===== src/sv/sfr_pkg.sv =====
`timescale 1ns / 1ps
// ----------------------------------------------------------------------------
// sfr_pkg
// shared types and constants for the serial frame receiver
// ----------------------------------------------------------------------------
package sfr_pkg;

  localparam logic [7:0] HDR_FIRST     = 8'hAA;
  localparam logic [7:0] HDR_SECOND    = 8'hAF;
  localparam logic [7:0] FUNC_LIMIT    = 8'hF1;
  localparam logic [7:0] MAX_LEN_RESET = 8'd49;

  typedef enum logic [2:0] {
    PH_HUNT    = 3'd0,
    PH_HDR2    = 3'd1,
    PH_FUNC    = 3'd2,
    PH_LEN     = 3'd3,
    PH_PAYLOAD = 3'd4,
    PH_CHECK   = 3'd5
  } phase_t;

  typedef enum logic [1:0] {
    ST_BUSY   = 2'd0,
    ST_GOOD   = 2'd1,
    ST_BAD    = 2'd2,
    ST_RESYNC = 2'd3
  } status_t;

  typedef struct packed {
    logic [7:0] frame_len;
    logic [7:0] func_code;
    logic [7:0] payload_index;
    logic [7:0] payload_byte;
    logic       payload_valid;
    status_t    status;
  } result_t;

endpackage


===== src/sv/sfr_parser.sv =====
`timescale 1ns / 1ps
// ----------------------------------------------------------------------------
// sfr_parser
// frame phase tracking, running checksum and per-item result logic
// ----------------------------------------------------------------------------
module sfr_parser (
  input  logic             clk,
  input  logic             rst_n,
  input  logic             step,
  input  logic [7:0]       rx_byte,
  input  logic [7:0]       max_len,
  output sfr_pkg::result_t result
);

  sfr_pkg::phase_t phase_r, phase_nxt;
  logic [7:0] bytes_left_r, bytes_left_nxt;
  logic [7:0] byte_pos_r, byte_pos_nxt;
  logic [7:0] sum_r, sum_nxt;
  logic [7:0] held_func_r, held_func_nxt;
  logic [7:0] held_len_r, held_len_nxt;
  logic       abort;

  always_ff @(posedge clk) begin
    if (!rst_n) begin
      phase_r      <= sfr_pkg::PH_HUNT;
      bytes_left_r <= '0;
      byte_pos_r   <= '0;
      sum_r        <= '0;
      held_func_r  <= '0;
      held_len_r   <= '0;
    end else if (step) begin
      phase_r      <= phase_nxt;
      bytes_left_r <= bytes_left_nxt;
      byte_pos_r   <= byte_pos_nxt;
      sum_r        <= sum_nxt;
      held_func_r  <= held_func_nxt;
      held_len_r   <= held_len_nxt;
    end
  end

  always_comb begin
    phase_nxt      = phase_r;
    bytes_left_nxt = bytes_left_r;
    byte_pos_nxt   = byte_pos_r;
    sum_nxt        = sum_r;
    held_func_nxt  = held_func_r;
    held_len_nxt   = held_len_r;
    abort          = 1'b0;
    result         = '0;
    result.status  = sfr_pkg::ST_BUSY;

    unique case (phase_r)
      sfr_pkg::PH_HUNT: begin
        if (rx_byte == sfr_pkg::HDR_FIRST) begin
          sum_nxt   = rx_byte;
          phase_nxt = sfr_pkg::PH_HDR2;
        end
      end
      sfr_pkg::PH_HDR2: begin
        if (rx_byte == sfr_pkg::HDR_SECOND) begin
          sum_nxt   = sum_r + rx_byte;
          phase_nxt = sfr_pkg::PH_FUNC;
        end else begin
          abort = 1'b1;
        end
      end
      sfr_pkg::PH_FUNC: begin
        if (rx_byte != '0 && rx_byte < sfr_pkg::FUNC_LIMIT) begin
          sum_nxt       = sum_r + rx_byte;
          held_func_nxt = rx_byte;
          phase_nxt     = sfr_pkg::PH_LEN;
        end else begin
          abort = 1'b1;
        end
      end
      sfr_pkg::PH_LEN: begin
        if (rx_byte <= max_len) begin
          sum_nxt        = sum_r + rx_byte;
          held_len_nxt   = rx_byte;
          bytes_left_nxt = rx_byte;
          byte_pos_nxt   = '0;
          phase_nxt      = (rx_byte == '0) ? sfr_pkg::PH_CHECK : sfr_pkg::PH_PAYLOAD;
        end else begin
          abort = 1'b1;
        end
      end
      sfr_pkg::PH_PAYLOAD: begin
        if (bytes_left_r != '0) begin
          result.payload_valid = 1'b1;
          result.payload_byte  = rx_byte;
          result.payload_index = byte_pos_r;
          sum_nxt              = sum_r + rx_byte;
          byte_pos_nxt         = byte_pos_r + 8'd1;
          bytes_left_nxt       = bytes_left_r - 8'd1;
          if (bytes_left_r == 8'd1) begin
            phase_nxt = sfr_pkg::PH_CHECK;
          end
        end else begin
          abort = 1'b1;
        end
      end
      sfr_pkg::PH_CHECK: begin
        result.status    = (rx_byte == sum_r) ? sfr_pkg::ST_GOOD : sfr_pkg::ST_BAD;
        result.func_code = held_func_r;
        result.frame_len = held_len_r;
        phase_nxt        = sfr_pkg::PH_HUNT;
      end
      default: begin
        abort = 1'b1;
      end
    endcase

    if (abort) begin
      phase_nxt     = sfr_pkg::PH_HUNT;
      result.status = sfr_pkg::ST_RESYNC;
    end
  end

endmodule


===== src/sv/sfr_out_stage.sv =====
`timescale 1ns / 1ps
// ----------------------------------------------------------------------------
// sfr_out_stage
// result register with stream handshake toward the consumer
// ----------------------------------------------------------------------------
module sfr_out_stage (
  input  logic             clk,
  input  logic             rst_n,
  input  logic             load,
  input  sfr_pkg::result_t result,
  input  logic             out_ready,
  output logic             can_load,
  output logic             out_valid,
  output sfr_pkg::result_t out_result
);

  logic             valid_r, valid_nxt;
  sfr_pkg::result_t data_r;

  assign can_load = !valid_r || out_ready;

  always_comb begin
    valid_nxt = valid_r;
    if (load) begin
      valid_nxt = 1'b1;
    end else if (out_ready) begin
      valid_nxt = 1'b0;
    end
  end

  always_ff @(posedge clk) begin
    if (!rst_n) begin
      valid_r <= 1'b0;
    end else begin
      valid_r <= valid_nxt;
    end
  end

  always_ff @(posedge clk) begin
    if (load) begin
      data_r <= result;
    end
  end

  assign out_valid  = valid_r;
  assign out_result = data_r;

endmodule


===== src/sv/serial_frame_receiver.sv =====
`timescale 1ns / 1ps
// ----------------------------------------------------------------------------
// serial_frame_receiver
// path: an accepted item passes the input register, then the result register, to out_tvalid
// throughput: one item per cycle while out_tready keeps the result register free
// reset: synchronous active-low rst_n returns to hunting, clears the checksum,
// empties both registers and loads max_payload_len with 49
// ----------------------------------------------------------------------------
module serial_frame_receiver (
  input  logic        clk,
  input  logic        rst_n,
  input  logic        in_tvalid,
  output logic        in_tready,
  input  logic [7:0]  in_tdata,   // rx_byte
  output logic        out_tvalid,
  input  logic        out_tready,
  output logic [31:0] out_tdata,  // payload_byte, payload_index, func_code, frame_len
  output logic [2:0]  out_tuser,  // status, payload_valid
  input  logic        cfg_valid,
  output logic        cfg_ready,
  input  logic [7:0]  cfg_data    // max_payload_len
);

  logic             in_valid_r;
  logic [7:0]       in_byte_r;
  logic [7:0]       max_len_r;
  logic             can_load;
  logic             step;
  sfr_pkg::result_t result;
  sfr_pkg::result_t out_result;

  assign cfg_ready = 1'b1;

  always_ff @(posedge clk) begin
    if (!rst_n) begin
      max_len_r <= sfr_pkg::MAX_LEN_RESET;
    end else if (cfg_valid) begin
      max_len_r <= cfg_data;
    end
  end

  // input register
  assign step      = in_valid_r && can_load;
  assign in_tready = !in_valid_r || can_load;

  always_ff @(posedge clk) begin
    if (!rst_n) begin
      in_valid_r <= 1'b0;
    end else if (in_tready) begin
      in_valid_r <= in_tvalid;
    end
  end

  always_ff @(posedge clk) begin
    if (in_tready && in_tvalid) begin
      in_byte_r <= in_tdata;
    end
  end

  sfr_parser u_parser (
    .clk     (clk),
    .rst_n   (rst_n),
    .step    (step),
    .rx_byte (in_byte_r),
    .max_len (max_len_r),
    .result  (result)
  );

  sfr_out_stage u_out (
    .clk        (clk),
    .rst_n      (rst_n),
    .load       (step),
    .result     (result),
    .out_ready  (out_tready),
    .can_load   (can_load),
    .out_valid  (out_tvalid),
    .out_result (out_result)
  );

  assign out_tdata = {out_result.frame_len, out_result.func_code,
                      out_result.payload_index, out_result.payload_byte};
  assign out_tuser = {out_result.payload_valid, out_result.status};

endmodule

===== config.mk =====
export PLATFORM = sky130hd
export DESIGN_NAME = serial_frame_receiver
export DESIGN_NICKNAME = d
export VERILOG_FILES = /design/src/sv/sfr_pkg.sv /design/src/sv/sfr_parser.sv /design/src/sv/sfr_out_stage.sv /design/src/sv/serial_frame_receiver.sv
export SDC_FILE = /design/constraint.sdc
export NUM_CORES = 1
export LEC_CHECK = 0
export ABC_AREA = 1
export BUFFER_PORTS_ARGS = -buffer_cell sky130_fd_sc_hd__buf_4
export CAP_MARGIN = 20
export CORE_AREA = 2 2 121 123
export CTS_CLUSTER_SIZE = 10
export DETAILED_ROUTE_END_ITERATION = 16
export DIE_AREA = 0 0 123 125
export PLACE_DENSITY_LB_ADDON = 0.3
export SYNTH_ARGS = -nofsm -noshare
export SYNTH_HDL_FRONTEND = slang
export SYNTH_HIERARCHICAL = 1
export SYNTH_SLANG_ARGS = --single-unit

===== constraint.sdc =====
create_clock -name clk -period 2.95 [get_ports clk]
set_input_delay 0.4425 -clock clk [delete_from_list [all_inputs] [get_ports clk]]
set_output_delay 0.4425 -clock clk [all_outputs]
set_load 0.01 [all_outputs]

# Yosys cells after proc, flatten, opt, wreduce, memory -nomap -nowiden
# Cells that the tools add are included.
[classes] addsub=3 order_cmp=2 n_eq_ne=20 muxes=31 reduce_logical=22
[ops] cell="two-way mux 8 bit" count=9
[ops] cell="one-hot mux 8 bit (5 select lines)" count=1
[ops] cell="one-hot mux 8 bit (2 select lines)" count=2
[ops] cell="two-way mux 3 bit" count=7
[ops] cell="inequality test 3 x 1 -> 1 bit, second input constant" count=6
[ops] cell="one-hot mux 3 bit (6 select lines)" count=1
[ops] cell="== test 8 bit, second input constant" count=2
[ops] cell="nonzero test 8 bit" count=2
[ops] cell="inequality test 2 x 1 -> 1 bit, second input constant" count=5
[ops] cell="adder 8 x 1 -> 8 bit, second input constant" count=1
[ops] cell="adder 8 bit" count=1
[ops] cell="== test 8 x 1 -> 1 bit, second input constant" count=1
[ops] cell="== test 8 bit" count=1
[ops] cell="<= comparator 8 bit" count=1
[ops] cell="zero test 8 bit" count=1
[ops] cell="< comparator 8 bit, second input constant" count=1
[ops] cell="two-way mux 1 bit" count=8
[ops] cell="AND reduction 8 bit" count=1
[ops] cell="subtractor 8 x 1 -> 8 bit, second input constant" count=1
[ops] cell="AND reduction 7 bit" count=1
[ops] cell="nonzero test 7 bit" count=1
[ops] cell="== test 3 x 2 -> 1 bit, second input constant" count=2
[ops] cell="== test 3 bit, second input constant" count=2
[ops] cell="AND reduction 3 bit" count=2
[ops] cell="other kinds (12)" count=18
[word_totals] reg_bits=96 word_cells=94

# Logic depth before layout (Yosys ltp)
[logic_depth] depth_word=6 ltp_mapped=15

# By module
# Netlist, hierarchy kept.
[modules_own_cells] mod="sfr_parser" n_inst=1 cells_each=491 area_per_inst_um2=3253.1
[modules_own_cells] mod="sfr_out_stage" n_inst=1 cells_each=41 area_per_inst_um2=1097.3
[modules_own_cells] mod="serial_frame_receiver" n_inst=1 cells_each=54 area_per_inst_um2=604.3

# Least setup slack after synthesis
# OpenSTA, ideal clock, no wires.
[synth_timing] path_kind="input-to-reg" from="input port out_tready" to="register u_parser.bytes_left_r[0]" t_arrival_ps=2223 required_time_ps=2880 slack_ps=657 stages=10 path_buffers=2 path_cell_list="inv_1 -> nand2_2 -> nand2_1 -> inv_1 -> buf_2 -> nand4_4 -> inv_4 -> buf_12 -> nand2_2 -> a21oi_2"
[synth_between] elab_chain_cells=3
[synth_rtl] element="from (decl)" line="serial_frame_receiver.sv:16" source="input logic out_tready,"
[synth_rtl] element="logical OR 1 bit" line="sfr_out_stage.sv:20" source="assign can_load = !valid_r || out_ready;"
[synth_rtl] element="named net can_load" line="serial_frame_receiver.sv:27" source="logic can_load;"
[synth_rtl] element="logical AND 1 bit" line="serial_frame_receiver.sv:43" source="assign step = in_valid_r && can_load;"
[synth_rtl] element="named net step" line="serial_frame_receiver.sv:28" source="logic step;"
[synth_rtl] element="AND reduction 4 bit (no line)"
[synth_rtl] element="to (signal assigned)" line="sfr_parser.sv:33" source="bytes_left_r <= bytes_left_nxt;"
[synth_rtl] element="to (decl)" line="sfr_parser.sv:16" source="logic [7:0] bytes_left_r, bytes_left_nxt;"
# The timed path passes the listed nets, and every way through them passes these cells.
# A chain may end at the register's enable or synchronous reset.

# Worst setup path in the final report
[layout_timing] from="register in_byte_r[7]" to="register u_parser.held_len_r[4]"
[layout_between] elab_chain_cells=2
[layout_rtl] element="from (decl)" line="serial_frame_receiver.sv:25" source="logic [7:0] in_byte_r;"
[layout_rtl] element="from (signal assigned)" line="serial_frame_receiver.sv:56" source="in_byte_r <= in_tdata;"
[layout_rtl] element="<= comparator 8 bit" line="sfr_parser.sv:77" source="if (rx_byte <= max_len) begin"
[layout_rtl] element="AND reduction 3 bit (no line)"
[layout_rtl] element="to (signal assigned)" line="sfr_parser.sv:37" source="held_len_r <= held_len_nxt;"
[layout_rtl] element="to (decl)" line="sfr_parser.sv:20" source="logic [7:0] held_len_r, held_len_nxt;"
# Every way passes these cells.

==> impl_metrics.py <==
metrics = {
    "yosys": {
        "ys_async_sr_fraction": 0,
        "synth_ff_type": "dfxtp_1",
        "ys_seq_area_frac": 0.475,
        "avgSynthCellArea_um2": 8.46,
        "syn_inst": 586,
        "ys_seq_elements": 96,
        "synth_warnings": 6,
        "synth_enable_flop_cells": 43,
        "synth.cell_area_um2": 4950,
        "yosys.cell_types.count": 50,
        "synthesis.nets": 627,
    },
    "route": {
        "drc_errors": 0,
        "finalWirelength_um": 11100,
        "avgViaCountPerCell": 4.71,
        "dr.pass1.iters": 4,
        "ant_nets": 0,
        "route.vias.total": 3899,
        "drt_iter0_drc": 217,
        "wl_per_cell_um": 13.4,
    },
    "final_layout": {
        "final_cell_mix": "97 x nor2_1, 96 x nand2_1, 67 x inv_1",
        "mostFrequentLayoutCell": "nor2_1",
        "fin_area_um2": 5800,
        "drive_above_1_share": 0.202,
        "syn_to_final_growth_pct": 17.0,
        "layout.nets": 679,
        "antennaDiodeCount": 0,
    },
    "placed_design": {
        "dpl_cell_area_um2": 5500,
        "numPortBuffers": 57,
        "routabilityCongestion": 0.835,
        "dp_hpwl_um": 8240,
    },
    "sta": {
        "min_period_ns": 2.37,
        "fmaxAchievable_mhz": 421,
        "tightest_slew_ns": 0.845,
        "fin_crit_sh": 0.805,
        "finalSetupTns_ns": 0,
        "finClkSkew_ns": 0.00801,
        "hold_viol_final": 0,
        "finalSetupViolCount": 0,
        "drv_slew": 0,
        "slew_headroom": 0.437,
        "rsz0062_at_grt": "no",
        "hold_slack_ns": 0.263,
    },
    "clocking": {
        "cts_tree": "yes",
        "cts_max_path_buffers": 2,
        "cts.repair.resized": 0,
        "cts_buffers": 9,
        "cts.root.buffer_cell": "clkbuf_16",
        "htree_levels": 3,
        "insertion_delay_ns": 0.35,
        "post_cts_buffers": 0,
        "clkSlewWorstSetupHoldPaths_ns": 0.07,
        "hold_buffers": 0,
        "cts_sinks": 96,
    },
    "critical_path": {
        "reg2reg_depth": 9,
        "start_kind": "flop",
        "arrival_ns": 2.66,
        "worstPathMaxFanout": 11,
        "worstSetupEndpoint": "u_parser/held_len_r[4]",
        "end_kind": "flop",
        "timing.rr.start": "in_byte_r[7]",
        "r2r_end": "u_parser/held_len_r[4]",
        "cp-startpoint": "in_byte_r[7]",
        "crit_required_ns": 3.24,
        "r2r_slack_ns": 0.58,
        "path_class": "reg -> reg",
    },
    "floorplanning": {
        "core_area_um2": 14200,
        "num_rows": 44,
        "ios": 59,
        "dieWidth_um": 123,
        "start_util": 0.349,
        "dieHeight_um": 125,
        "die-area_um2": 15400,
    },
    "power_and_ir_drop": {
        "swShare": 0.352,
        "clkPwrFrac": 0.304,
        "power_frac_comb": 0.284,
        "p_leak_uw": 0.00236,
        "cellPowerDensity_nw_per_um2": 659,
        "p_switching_uw": 1350,
        "p_int_uw": 2480,
        "p_seq_frac": 0.411,
        "ir_drop_mv": 0.321,
    },
    "min_path": {
        "min_from": "in_tdata[4]",
        "min_path_type": "in -> reg",
    },
    "grt": {
        "track_usage": 0.151,
        "grt_pass1_wl_um": 18100,
        "antenna_found_initial": 0,
        "grt_overflow": 0,
        "grt_max_degree": 42,
        "grt_pass1_vias": 3658,
    },
    "outcome": {
        "status": "completed",
    },
    "flow_run": {
        "max_cap_viol_count": 0,
    },
}
## worst max-delay path, cell delays in order (launching register included)
cell and delay [ns]:
edfxtp_1 0.51, ha_1 0.36, nand2_1 0.07, nor2_1 0.14, nand4_1 0.15, nand3_4 0.19, nand3_2 0.29, nor2_2 0.36
o21ai_0 0.12, nor2_1 0.12
## Yosys cell counts (all sizes together) (2+ instances only)
library cell / n / area share
inv: 77 / 0.061
nand4: 11 / 0.021
clkbuf: 8 / 0.0063
nor3: 11 / 0.011
ha: 19 / 0.048
xnor2: 3 / 0.0053
a21oi: 41 / 0.051
buf: 10 / 0.020
nand2: 108 / 0.092
clkinv: 2 / 0.0015
o21ai: 48 / 0.049
or2: 3 / 0.0038
dfxtp: 53 / 0.21
edfxtp: 43 / 0.26
nor4: 2 / 0.0025
xor2: 7 / 0.012
nand3: 18 / 0.022
nor2: 111 / 0.098
## flip-flops by register name, indices dropped and copies added, names as in the netlist
| register | flops |
|---|---|
| in_byte_r | 8 |
| in_valid_r | 1 |
| max_len_r | 8 |
| u_out/out_result | 35 |
| u_out/out_valid | 1 |
| u_parser/byte_pos_r | 8 |
| u_parser/bytes_left_r | 8 |
| u_parser/held_func_r | 8 |
| u_parser/held_len_r | 8 |
| u_parser/phase_r | 3 |
| u_parser/sum_r | 8 |
## cells by family after synthesis
family | after synthesis | synth area share
simple gates | 266 | 0.255
flops | 96 | 0.475
compound gates | 95 | 0.108
fa+ha+maj | 20 | 0.0520
other cells | 1 | 0.000757
mux | 1 | 0.00202
xor+xnor | 10 | 0.0177
buf+inv | 97 | 0.0891
## metal layers
layer,routed length (µm),global-route usage,vias to the layer above,share of wire
li1,-,-,1998,-
met1,5240,0.199,1802,0.47
met2,5110,0.239,82,0.46
met3,462,0.0406,17,0.042
met4,269,0.0521,0,0.024
met5,0,0,-,0
## worst min-delay path by stage
stage          slack, ns                       to  cells after the start
5_1_grt             0.25             in_byte_r[3]                      1
3_3_place_gp        0.45  u_parser/held_func_r[0]                      2
4_1_cts             0.25             in_byte_r[3]                      1
6_report            0.26             in_byte_r[4]                      1
2_1_floorplan       0.43             max_len_r[4]                      2
3_5_place_dp        0.45  u_parser/held_func_r[0]                      2
## metrics by stage
| stage | std cells | util | power [µW] | worst slack, ns |
|---|---|---|---|---|
| 6_report | 827 | 0.408 | 3820 | 0.576 |
| 5_1_grt | 827 | 0.408 | 4050 | 0.329 |
| 4_1_cts | 827 | 0.408 | 3850 | 0.611 |
| 3_5_place_dp | 811 | 0.387 | 2680 | 0.618 |
| 3_3_place_gp | 811 | 0.387 | 2670 | 0.665 |
| 2_1_floorplan | 586 | - | 2450 | 0.657 |
## power by group through the flow
| stage | Combinational [µW] | Clock (µW) | Sequential [µW] |
|---|---|---|---|
| 2_1_floorplan | 867 | 0 | 1580 |
| 3_3_place_gp | 1070 | 0 | 1600 |
| 3_5_place_dp | 1080 | 0 | 1600 |
| 4_1_cts | 1090 | 1200 | 1570 |
| 5_1_grt | 1210 | 1250 | 1590 |
| 6_report | 1090 | 1160 | 1570 |
## cell type report
class,instances,area (µm²)
clock buffer,9,225
clock inverter,7,78.8
fill,1424,8400
inverter,79,309
multi-input combinational,393,2160
sequential,96,2350
tap,184,230
timing repair buffer,59,443
(Power assumes the default switching activity.)
